### src/hdl/pslt_pkg.sv
// Package for the per-source latest-time median block: sizes, codes, types.
// No dependencies.
`timescale 1ns / 1ps
`default_nettype none
package pslt_pkg;

   localparam int MAX_SOURCES = 16;
   localparam int IDX_W       = $clog2(MAX_SOURCES);
   localparam int CNT_W       = $clog2(MAX_SOURCES + 1);
   localparam int TIME_W      = 64;
   localparam int CSR_AW      = 3;
   localparam int CSR_DW      = 32;

   localparam logic [CNT_W-1:0] SOURCE_COUNT_RESET = CNT_W'(4);
   // register index as decoded from paddr[2]
   localparam logic REG_SOURCE_COUNT = 1'b0;

   typedef enum logic [1:0] {
      ST_STORED    = 2'd0,
      ST_NOT_NEWER = 2'd1,
      ST_BAD_SIG   = 2'd2,
      ST_UNKNOWN   = 2'd3
   } status_type;

   // sorter control from the sequencer
   typedef struct packed {
      logic             clear;
      logic             insert;
      logic [IDX_W-1:0] sel_idx;
   } sort_ctl_type;

endpackage
`default_nettype wire

### src/hdl/pslt_sorter.sv
// Insertion sorter: a row of lanes kept in ascending order, one value
// inserted per cycle, one lane read out by index.
// Depends on pslt_pkg.
`timescale 1ns / 1ps
`default_nettype none
module pslt_sorter import pslt_pkg::*; (
   input  logic              clock,
   input  logic              reset,
   input  sort_ctl_type      ctl,
   input  logic [TIME_W-1:0] ins_data,
   output logic [TIME_W-1:0] sel_data
);

   logic [TIME_W-1:0]      lane_ff [MAX_SOURCES];
   logic [CNT_W-1:0]       fill_ff, fill_in;
   logic [MAX_SOURCES-1:0] gt;

   // lanes past the fill level act as +infinity
   always_comb begin
      for (int k = 0; k < MAX_SOURCES; k++) begin
         gt[k] = (CNT_W'(k) >= fill_ff) || (lane_ff[k] > ins_data);
      end
   end

   // each lane above the insert point takes its lower neighbor
   for (genvar k = 0; k < MAX_SOURCES; k++) begin : g_lane
      if (k == 0) begin : g_first
         always_ff @(posedge clock) begin
            if (ctl.insert && gt[k]) begin
               lane_ff[k] <= ins_data;
            end
         end
      end else begin : g_rest
         always_ff @(posedge clock) begin
            if (ctl.insert && gt[k]) begin
               lane_ff[k] <= gt[k-1] ? lane_ff[k-1] : ins_data;
            end
         end
      end
   end

   // fill level
   always_comb begin
      fill_in = fill_ff;
      if (ctl.clear) begin
         fill_in = '0;
      end else if (ctl.insert) begin
         fill_in = fill_ff + CNT_W'(1);
      end
   end

   always_ff @(posedge clock) begin
      if (reset) begin
         fill_ff <= '0;
      end else begin
         fill_ff <= fill_in;
      end
   end

   assign sel_data = lane_ff[ctl.sel_idx];

endmodule
`default_nettype wire

### config.mk
export PLATFORM = sky130hd
export DESIGN_NAME = pslt_sorter
export DESIGN_NICKNAME = d
export VERILOG_FILES = /design/src/hdl/pslt_pkg.sv /design/src/hdl/pslt_sorter.sv
export SDC_FILE = /design/constraint.sdc
export NUM_CORES = 2
export LEC_CHECK = 0
export ABC_CLOCK_PERIOD_IN_PS = 6700
export BUFFER_PORTS_ARGS = -buffer_cell sky130_fd_sc_hd__buf_2
export CAP_MARGIN = 15
export CORE_ASPECT_RATIO = 0.6
export CORE_UTILIZATION = 50
export CTS_CLUSTER_DIAMETER = 80
export CTS_CLUSTER_SIZE = 16
export DETAILED_ROUTE_END_ITERATION = 8
export PLACE_DENSITY = 0.71
export RECOVER_POWER = 50
export SLEW_MARGIN = 0
export SYNTH_ARGS = -nofsm -noshare
export SYNTH_HDL_FRONTEND = slang
export SYNTH_SLANG_ARGS = --single-unit
### constraint.sdc
create_clock -name clock -period 6.7 [get_ports clock]
set_input_delay 0.67 -clock clock [delete_from_list [all_inputs] [get_ports clock]]
set_output_delay 0.67 -clock clock [all_outputs]
set_load 0.01 [all_outputs]
# == After elaboration in Yosys (flattened, before gate mapping) ==
# Memory sizes are Yosys's and may differ from the RTL's.
# Cells that the tools add are included.
# totals
reg_bits,5
latchBits,0
ramBits,1024
rom_bits,0
output_inout_bits,64
memories,1
# mem_list
name,depth,word_bits,read_ports,rd_ports_with_merged_regs,wr,line,source
lane_ff,16,64,17,0,16,pslt_sorter.sv:14,logic [TIME_W-1:0] lane_ff [MAX_SOURCES];
# classes
add_sub_neg,1
multipliers,0
div_mod_pow,0
n_lt_le_gt_ge,32
n_eq_ne,0
shift,0
mux,47
n_bitwise,0
n_reduce_logical,33
# ops
operator,count
$gt A64 B64 Y1,16
$mux W64,15
$ge A4 B5 Y1 const A,8
$mux W1,32
$ge A3 B5 Y1 const A,4
$logic_and A1 B1 Y1,16
$logic_or A1 B1 Y1,16
$ge A1 B5 Y1 const A,2
$ge A2 B5 Y1 const A,2
$add A5 B1 Y5 const B,1
$reduce_or A2 Y1,1

# == Longest topological paths before layout ==
# logic_depth
word_depth,5
ltp_mapped,13
depth_no_buf,10

# == Worst setup path after synthesis ==
# OpenSTA, ideal clock, no wires.
# synth_timing
path_type,input-to-reg
start,input port ins_data[55]
end,"memory lane_ff[15][0], enable pin"
setup_time_ps,524
arrival_ps,5887
required_time_ps,6176
setup_slack_ps,288
path_stages,11
n_path_buf,1
cell_sequence,clkbuf_1 inv_1 ha_1 nand4_1 nor3_1 nand2_1 nor3_1 nand3_1 nor2_1 nor4_1 a31oi_1
# synth_lines
element,line,source
"start, declared",pslt_sorter.sv:10,"input logic [TIME_W-1:0] ins_data,"
"end, declared",pslt_sorter.sv:14,

==> results.cfg <==
[logic_synthesis]
synth_fp_nets = 6444
synthArstFlopShare_pct = 0
ys_seq_area_share_pct = 42.39
syn_area_per_cell_um2 = 13.62
ys_ff_latch = 1029
synthFlopType = edfxtp_1
synth_edf_count = 1024
ys_warn_count = 0
synth_cell_types = 69
syn_inst = 5345
synth_area_um2 = 72780

[worst_setup_path]
crit_chain = clkbuf_1, inv_1, ha_1, nand4_1, or3_1, nand3b_1, a21oi_1, o311a_1, o22a_4, and2_4, buf_12
cp-end-kind = register
r2r-start = lane_ff[6][17]
worstPathArrival_ns = 6.36
worstSetupPathType = in2reg
cp_top_family = buffers and inverters
start_kind = input port
critPathSlowestCell = a21oi_1
max_stage_delay_ns = 0.77
critPathBufInv = 3
crit_path_max_fanout = 64
critical_path.startpoint = ins_data[30]
required_ns = 7.01

[drt]
wl_per_cell_um = 36.81
drt_first_pass_iters = 6
drc = 0
routed_wl_um = 271600
vias = 53420
drtAntennaViolNets = 0
drtIter0Drc = 8494
via_per_inst = 7.238

[timing]
worst_pin_slew_ns = 2.753
max_freq_mhz = 165.5
finalCritPeriodShare_pct = 90.18
rsz0062_at_grt = false
fin_setup_tns_ns = 0
maxSlewViolCount = 435
finalHoldViolations = 0
finalSetupViolCount = 0
period_needed_ns = 6.042
worst_slack_ns = 0.6580
slew_headroom_pct = -83.51
skew_ns = 0.03748

[final_layout]
area_delta_synth_final_pct = 6.895
final_nets = 6524
multi_input_area_um2 = 40310
drive_above_1_share_pct = 25.28
regArea_um2 = 30850
fill_cells = 11940

[floorplanning]
core-area_um2 = 144500
die_area_um2 = 147100
die_x_um = 494.5
die_h_um = 297.5
row_count = 108
num_io_pins = 136
start_util_pct = 50.38

[grt]
grt_pass1_vias = 49550
grt_pass1_wl_um = 379200
grt_max_degree = 84
grt_use_total_pct = 36.26
antenna_found_initial = 20
overflow = 0

[status]
violations = max-capacitance violations, max-slew violations
status = complete, but fails checks

[clock_tree]
cts_buffers = 75
post_cts_resized = 0
clk_pin_slew_ns = 0.08
htree_num_levels = 3
cts_hold_buf = 0
cts.path.max_buffers = 3
clock_sinks = 1029
cts-root-buf = clkbuf_16
clkLatencyLatePin_ns = 0.72
post_cts_buffers = 0
tritoncts = yes

[min_path]
hold_path.class = in2reg
min_from = ctl[5]

[place]
gp_congestion = 1.011
dp_hpwl_um = 193300
dpl_worst_slack_ns = 0.9406
port_buffers = 135

[pwr]
peakVddDrop_mv = 0.1807
powerDensity_nw_per_um2 = 200.1
p_leak_nw = 29.70

[run]
drv_cap = 10
==> through the flow <==
step	instance area, um2	power [mW]	hold slack, ns	util, %	std cells
6_report	77800	15.57	0.2146	53.86	7380
5_1_grt	77790	15.96	0.2114	53.85	7377
4_1_cts	78400	15.45	0.1767	54.27	7366
3_5_place_dp	76340	11.01	0.5850	52.85	7268
3_3_place_gp	76270	10.91	0.5743	52.80	7260
2_1_floorplan	72780	9.735	0.5415	-	5345
==> cell families after synthesis <==
kind of cell	share of synthesized area, %
mux	25.27
flops	42.39
fa+ha+maj	17.66
simple gates	5.818
compound gates	6.749
buf+inv	2.068
xor+xnor	0.04814
==> sequential cells by signal, indices dropped and copies added (netlist names) <==
| register | cells |
|---|---|
| lane_ff | 1024 |
| fill_ff | 5 |
==> worst register-to-register path, cell delays in order, from the launching register on <==
cell and delay, ns:
edfxtp_1 0.42, ha_1 0.31, a21oi_1 0.22, o21ai_0 0.21
a221oi_1 0.54, nor2_1 0.13, nor3_1 1.00, a21boi_0 0.33
o21a_4 0.28, clkbuf_4 0.82, mux2_2 0.67
==> synthesized netlist by cell type (all sizes together), types with 3 or more instances <==
cell type	instances	area, um2
ha	1027	12850
edfxtp	1024	30750
mux2	960	11180
a21oi	423	2117
mux4	320	7207
nand2	269	1010
nand4	184	1151
buf	134	694.4
o21ai	127	635.6
clkbuf	112	420.4
inv	104	390.4
nand3	101	505.5
a21o	92	690.7
nor2	82	307.8
nor3	49	245.2
nor4	39	244.0
a211oi	31	232.7
and4	26	227.7
a221oi	23	201.4
nor2b	20	125.1
o211ai	20	150.1
and2	18	112.6
a2111oi	13	113.9
a221o	13	130.1
o21a	12	90.09
or4	11	82.58
a31oi	10	62.56
nand2b	9	56.30
or2	9	56.30
a21boi	8	60.06
o21bai	8	60.06
and3	6	37.54
dfxtp	5	100.1
o31a	5	43.79
or3	5	31.28
o2111ai	4	35.03
a2111o	3	33.78
o22ai	3	18.77
o2bb2ai	3	26.28
o311a	3	30.03
==> worst paths after layout <==
kind,endpoint,slack (ns),depth (start not counted)
setup reg to reg,lane_ff[7][23],1.52,10
hold reg to reg,lane_ff[3][19],0.61,1
hold / removal,fill_ff[0],0.21,2
setup / recovery,lane_ff[2][44],0.66,11
==> layout by cell type (no fill, tap or decap), types with 26 or more instances in the layout <==
cell type,n
a21oi_1,421
buf_4,55
ha_1,1027
nor3_1,49
nand3_1,101
nand2_1,269
nor2_1,81
and4_1,26
nand4_1,184
inv_1,104
nor4_1,31
clkbuf_1,144
mux2_2,806
mux4_2,320
a21o_1,92
mux2_1,151
buf_12,33
edfxtp_1,1024
clkbuf_16,78
o21ai_0,127
a211oi_1,31
==> per-layer routing <==
metal | GRT usage (%) | part of all wire (%)
met4 | 9.255 | 2.8
met5 | 0 | 0.047
met2 | 46.74 | 38
met3 | 15.23 | 17
met1 | 54.82 | 42
==> layout make-up <==
cell class | count | area share, %
antenna | 9 | 0.02895
clock inverter | 4 | 0.06272
sequential | 1029 | 39.65
tap | 1925 | 3.096
multi-input combinational | 3966 | 51.81
timing repair buffer | 249 | 2.261
inverter | 104 | 0.5018
clock buffer | 94 | 2.586
==> power breakdown <==
group          total, mW  internal (mW)  switching (mW)
Clock               4.59           2.11            2.48
Combinational       3.04           1.22            1.82
Sequential          7.93           7.52           0.409
No activity file was read; power rests on OpenSTA's default activity.
