<file path="src/hdl/pslt_pkg.sv">
// Package for the per-source latest-time median block: sizes, codes, types.
// No dependencies.
`timescale 1ns / 1ps
`default_nettype none
package pslt_pkg;

   localparam int MAX_SOURCES = 16;
   localparam int IDX_W       = $clog2(MAX_SOURCES);
   localparam int CNT_W       = $clog2(MAX_SOURCES + 1);
   localparam int TIME_W      = 64;
   localparam int CSR_AW      = 3;
   localparam int CSR_DW      = 32;

   localparam logic [CNT_W-1:0] SOURCE_COUNT_RESET = CNT_W'(4);
   // register index as decoded from paddr[2]
   localparam logic REG_SOURCE_COUNT = 1'b0;

   typedef enum logic [1:0] {
      ST_STORED    = 2'd0,
      ST_NOT_NEWER = 2'd1,
      ST_BAD_SIG   = 2'd2,
      ST_UNKNOWN   = 2'd3
   } status_type;

   // sorter control from the sequencer
   typedef struct packed {
      logic             clear;
      logic             insert;
      logic [IDX_W-1:0] sel_idx;
   } sort_ctl_type;

endpackage
`default_nettype wire

</file>
<file path="src/hdl/pslt_store.sv">
// Timestamp store: one synchronous memory, one read and one write port,
// registered read. Valid bits make unwritten entries read as zero.
// Depends on pslt_pkg.
`timescale 1ns / 1ps
`default_nettype none
module pslt_store import pslt_pkg::*; (
   input  logic              clock,
   input  logic              reset,
   input  logic              rd_en,
   input  logic [IDX_W-1:0]  rd_addr,
   output logic [TIME_W-1:0] rd_data,
   input  logic              wr_en,
   input  logic [IDX_W-1:0]  wr_addr,
   input  logic [TIME_W-1:0] wr_data
);

   logic [TIME_W-1:0]      time_mem [MAX_SOURCES];
   logic [TIME_W-1:0]      q_ff;
   logic                   q_valid_ff;
   logic [MAX_SOURCES-1:0] valid_ff;

   // memory array, registered read
   always_ff @(posedge clock) begin
      if (wr_en) begin
         time_mem[wr_addr] <= wr_data;
      end
      if (rd_en) begin
         q_ff <= time_mem[rd_addr];
      end
   end

   // per-entry valid bits, cleared at once by reset
   always_ff @(posedge clock) begin
      if (reset) begin
         valid_ff   <= '0;
         q_valid_ff <= 1'b0;
      end else begin
         if (wr_en) begin
            valid_ff[wr_addr] <= 1'b1;
         end
         if (rd_en) begin
            q_valid_ff <= valid_ff[rd_addr];
         end
      end
   end

   assign rd_data = q_valid_ff ? q_ff : '0;

endmodule
`default_nettype wire

</file>
<file path="config.mk">
export PLATFORM = sky130hd
export DESIGN_NAME = pslt_store
export DESIGN_NICKNAME = d
export VERILOG_FILES = /design/src/hdl/pslt_pkg.sv /design/src/hdl/pslt_store.sv
export SDC_FILE = /design/constraint.sdc
export NUM_CORES = 1
export LEC_CHECK = 0
export ABC_AREA = 1
export BUFFER_PORTS_ARGS = -buffer_cell sky130_fd_sc_hd__buf_2
export CAP_MARGIN = 20
export CORE_UTILIZATION = 25
export DETAILED_ROUTE_END_ITERATION = 12
export PLACE_DENSITY = 0.5
export SETUP_SLACK_MARGIN = 0.2
export SLEW_MARGIN = 15
export SYNTH_ARGS = -nofsm -noshare
export SYNTH_HDL_FRONTEND = slang
export SYNTH_SLANG_ARGS = --single-unit
</file>
<file path="constraint.sdc">
create_clock -name clock -period 5.56 [get_ports clock]
set_input_delay 1.112 -clock clock [delete_from_list [all_inputs] [get_ports clock]]
set_output_delay 1.112 -clock clock [all_outputs]
set_load 0.01 [all_outputs]
</file>
* Yosys cells after proc, flatten, opt, wreduce, memory -nomap -nowiden
Memories as Yosys holds them, arrays and structs flattened. A register that Yosys moved wholly into a read port is not among the register bits. Cells that the tools add are included.
Storage, ports and cells: register bits after elaboration 17, output and inout port bits 64, input bits 76, memories kept 1, RAM bits 1024, logic and storage cells 15
Cells by class: bitwise logic cells 1, mux-type cells 7, magnitude comparators 3, reduce and logical (&&, ||, !) cells 1
Memory list:
- time_mem | depth 16, width 64, read ports 1, clocked after Yosys merged registers in 1, wr ports 1, RTL line pslt_store.sv:17 | logic [TIME_W-1:0] time_mem [MAX_SOURCES];
Operator list (number):
- 64-bit two-way mux | 1
- 16-bit OR | 1
- 4-bit by 5-bit < comparator with 1-bit output, second input constant | 2
- 1-bit binary-select mux with 4-bit select | 1
- 1-bit demux with 4-bit select | 1
- 4-bit by 1-bit >= comparator with 1-bit output, second input constant | 1
- 1-bit two-way mux | 4
- 1-bit logical AND | 1

* Depth between registers and ports, before layout
word-level depth 5, mapped depth 12

* Least setup slack after synthesis
OpenSTA, ideal clock, no wires.
kind input-to-reg, start point in wr_en, end point mem time_mem[12][0], enable pin, arrival time 4115 ps, stages on the path 4, path slack 958 ps, buffers on the path 0, cells stage by stage inv_1 -> nor3_1 -> inv_1 -> nor2_1
Between the ends: word-level cells in the longest chain between the ends 2
RTL lines:
- start, declared | RTL line pslt_store.sv:12 | input logic wr_en,
- 1-bit two-way mux | RTL line pslt_store.sv:24 | if (wr_en) begin
- 1-bit two-way mux (implied by the code) | RTL line pslt_store.sv:25 | time_mem[wr_addr] <= wr_data;
- end, declared | RTL line pslt_store.sv:17
Every way passes these cells.

* Final worst setup path
start point reg q_valid_ff, end point out rd_data[39]
Between the ends: word-level cells in the longest chain between the ends 1
RTL lines:
- start, declared | RTL line pslt_store.sv:19 | logic q_valid_ff;
- start signal, assigned | RTL line pslt_store.sv:42 | q_valid_ff <= valid_ff[rd_addr];
- 64-bit two-way mux | RTL line pslt_store.sv:47 | assign rd_data = q_valid_ff ? q_ff : '0;
- end, declared | RTL line pslt_store.sv:11 | output logic [TIME_W-1:0] rd_data,
Every way passes these cells.

==> Implementation_results.wiki <==
{| class="wikitable"
! Metric !! Value
|-
| Outcome || finished, final reports clean
|-
| Total Negative Setup Slacks || 0 ns
|-
| Sort of element at the start of the critical path || register
|-
| Max clock buf depth || 3
|-
| IO Count || 140
|-
| # placed instances || 5,555
|-
| Unique cell type count in the Yosys netlist || 20
|-
| Syn avg cell area || 13.2 sq um
|-
| Class of the worst hold path || register to register
|-
| Post-layout minimum cycle time || 3.64 ns
|-
| Power per Cell Area || 349 nW/um^2
|-
| Post-Layout Cell Count || 5,752
|-
| CTS tree || yes
|-
| Placeable core region || 172,000 sq um
|-
| Arrival time of data at the critical path endpoint || 2.53 ns
|-
| Layout cells sized above 1 || 0.106
|-
| Worst Hold Endpoint || valid_ff[1]$_SDFFE_PP0P_
|-
| GRT Resource Usage Total || 0.136
|-
| Worst slew pin tran || 1.07 ns
|-
| Predominant post-synthesis flop cell || sky130_fd_sc_hd__edfxtp_1
|-
| Number of buffer cells added on primary ports || 139
|-
| Path type of the worst setup path || register to output pin
|-
| Slack of the worst reg-to-reg path || 4.26 ns
|-
| Endpoint kind of the worst setup timing path || output pin
|-
| P_int || 13.6 mW
|-
| Initial antenna violation count || 29
|-
| Drt first-iter violations || 2,172
|-
| H-tree depth reported by CTS || 3
|-
| Routed vias/inst || 4.55
|-
| Count of flip-flops with a built-in enable after synthesis || 1,088
|-
| Ys Warns || 0
|-
| Startpoint of the lowest-slack hold path || valid_ff[1]$_SDFFE_PP0P_
|-
| Setup repair after global routing missed its margin || false
|-
| Final hold violation count || 0
|-
| Largest voltage drop on the vdd net || 0.241 mV
|-
| Number of buffers inserted to repair setup after CTS || 0
|-
| Max-cap violations || 0
|-
| Chip height || 418 um
|-
| Cell at the slowest stage of the critical path || sky130_fd_sc_hd__dfxtp_4
|-
| DRC viols || 0
|-
| Starting density of the core || 0.252
|-
| Comb power frac || 0.056
|-
| Number of cells on the worst hold path || 2
|-
| Cell with the most instances after synthesis || sky130_fd_sc_hd__edfxtp_1
|-
| Number of nets produced by synthesis || 3,347
|-
| DPL Wire Length || 59,600 um
|-
| Tightest hold margin || 0.472 ns
|-
| Remaining Overflow, GRT || 0
|-
| Max Slew Vio Count || 0
|-
| Clock power share || 0.404
|-
| Synthesized flop and latch total || 1,105
|-
| Design Power || 17.4 mW
|-
| Post-route antenna net violation count || 0
|-
| Highest clock rate || 0.275 GHz
|-
| Switching portion of total power || 0.219
|-
| Peak per-stage delay on the critical path || 0.82 ns
|-
| Critical-path cell list || buf_4 -> nand2_1 -> inv_1 -> buf_2
|-
| Ranking of synthesized cells by instance count || 1,088 x sky130_fd_sc_hd__edfxtp_1, 798 x sky130_fd_sc_hd__nor2_1, 467 x sky130_fd_sc_hd__o21ai_0
|-
| Sequential cell area fraction in the yosys report || 0.764
|-
| Yosys top cell area share || 0.756
|-
| Leakage power || 16.2 nW
|-
| Pin count of the biggest net entering global routing || 281
|-
| Total clock buffers created by CTS || 103
|-
| Vias in the first global route || 25,500
|-
| Total number of vias || 26,200
|-
| Routed length per instance || 21.0 um
|-
| Clock network latency to the later pin of the worst-skew pair || 0.70 ns
|-
| Total routed wirelength || 121,000 um
|-
| Worst-path clk slew || 0.06 ns
|-
| Critical path data required time || 4.45 ns
|-
| Cell accounting for the most synthesized area || sky130_fd_sc_hd__edfxtp_1
|-
| Gate Count Post-Synth || 3,271
|-
| Final Cycle Share || 0.654
|-
| Peak fanout along the critical path || 40
|-
| Cell area after technology mapping || 43,200 sq um
|-
| Die area || 175,000 sq um
|-
| Post-layout net count || 3,427
|-
| Seq pwr share || 0.540
|-
| Leading post-synthesis cells by cell area || sky130_fd_sc_hd__edfxtp_1 76%, sky130_fd_sc_hd__nor2_1 6.9%, sky130_fd_sc_hd__o21ai_0 5.4%
|-
| Global-route wire length before repair || 176,000 um
|-
| Layout area overhead || 15.5%
|-
| Depth of the worst register-to-register path || 6
|-
| Weighted congestion at the end of routability-driven global placement || 0.717
|-
| Root buffer selected by CTS || sky130_fd_sc_hd__clkbuf_16
|-
| Headroom to the max-slew limit || 0.290
|-
| Number of standard-cell rows in the floorplan || 152
|-
| Floorplan die width || 418 um
|-
| Post-CTS Hold Buffers || 0
|-
| Terminus of the critical flop-to-flop path || q_ff[36]$_DFFE_PP_
|-
| Psw || 3.82 mW
|-
| Worst reg2reg path startpoint || time_mem[5][36]$_DFFE_PP_
|-
| Count of endpoints failing setup in the final report || 0
|-
| Final core area utilization || 0.291
|-
| Async S/R FF share, synth || 0
|-
| Clk sink count || 1,105
|-
| Resize count post-CTS || 0
|-
| Number of detailed-routing iterations run before antenna repair || 5
|-
| Final clock skew || 0.0215 ns
|}
-- placed cells by master (no fill, tap or decap), types with 2 or more instances in the layout --
cell	n
sky130_fd_sc_hd__nor2_1	782
sky130_fd_sc_hd__clkbuf_16	106
sky130_fd_sc_hd__clkinv_1	29
sky130_fd_sc_hd__o211ai_1	238
sky130_fd_sc_hd__o21ai_1	45
sky130_fd_sc_hd__dfxtp_1	16
sky130_fd_sc_hd__clkbuf_1	21
sky130_fd_sc_hd__nor3_1	2
sky130_fd_sc_hd__buf_2	134
sky130_fd_sc_hd__o21ba_2	2
sky130_fd_sc_hd__edfxtp_1	1088
sky130_fd_sc_hd__inv_1	73
sky130_fd_sc_hd__inv_6	4
sky130_fd_sc_hd__nor2_4	16
sky130_fd_sc_hd__clkinvlp_4	2
sky130_fd_sc_hd__clkinv_2	17
sky130_fd_sc_hd__o221ai_1	18
sky130_fd_sc_hd__bufinv_16	11
sky130_fd_sc_hd__buf_8	2
sky130_fd_sc_hd__diode_2	5
sky130_fd_sc_hd__nand3_1	143
sky130_fd_sc_hd__buf_12	18
sky130_fd_sc_hd__o21ai_0	467
sky130_fd_sc_hd__buf_4	44
sky130_fd_sc_hd__nand2_1	151
-- critical path, delay by kind of cell, from the launching register on --
kind / cells / cell delay, ns
and+or+nand+nor: 1 / 0.24
buffers and inverters: 3 / 0.73
DFF: 1 / 0.82
-- final cells by class --
class / count / area (sq um)
inverters: 77 / 318
clock inverters: 63 / 582
multi-input cells: 1864 / 8930
repair buffers: 200 / 1430
diodes: 5 / 12.5
well taps: 2310 / 2890
fillers: 17300 / 122000
flip-flops and latches: 1105 / 33000
clock buffers: 128 / 2750
-- flip-flops by register name (all words and copies together) (netlist names) --
name	count
q_ff	64
valid_ff	16
time_mem	1024
q_valid_ff	1
-- how the worst max path moves through the flow --
stage	from	end	slack, ns	cells after the start
floorplan	wr_en	time_mem[12][0]$_DFFE_PP_	0.96	4
CTS	q_valid_ff$_SDFFE_PP0P_	rd_data[40]	1.78	4
global route	q_valid_ff$_SDFFE_PP0P_	rd_data[40]	1.74	4
detailed placement	rd_addr[0]	q_ff[17]$_DFFE_PP_	1.83	9
global placement	wr_en	time_mem[10][8]$_DFFE_PP_	1.86	6
finish	q_valid_ff$_SDFFE_PP0P_	rd_data[39]	1.92	4
-- routing by layer --
metal,GRT usage,part of all wire
met1,0.181,0.44
met2,0.226,0.49
met3,0.0208,0.048
met4,0.0425,0.021
met5,0,0.00085
-- kinds of logic (layout without fill, tap and decap cells) --
kind of cell           Yosys count  in the layout  synth area share
AO/OA/AOI/OAI                  770            770             0.105
buffers and inverters          302            468            0.0325
AND/OR/NAND/NOR               1094           1094            0.0992
other                            0              5                 0
flip-flops                    1105           1105             0.764
-- power groups by stage --
stage / Clock [mW] / Combinational [mW] / Sequential, mW
after floorplan: 0 / 0.569 / 9.58
after detailed placement: 0 / 0.988 / 9.61
after CTS: 7.22 / 0.991 / 9.43
final: 7.04 / 0.968 / 9.42
after global routing: 7.50 / 1.08 / 9.44
after global placement: 0 / 0.983 / 9.60
-- metrics by stage --
step | worst slack, ns | instance area, sq um
2_1_floorplan | 0.958 | 43200
3_3_place_gp | 1.86 | 46600
3_5_place_dp | 1.83 | 46600
4_1_cts | 1.78 | 49900
5_1_grt | 1.74 | 49900
6_report | 1.92 | 49900
Power figures use the tool's default switching activity.
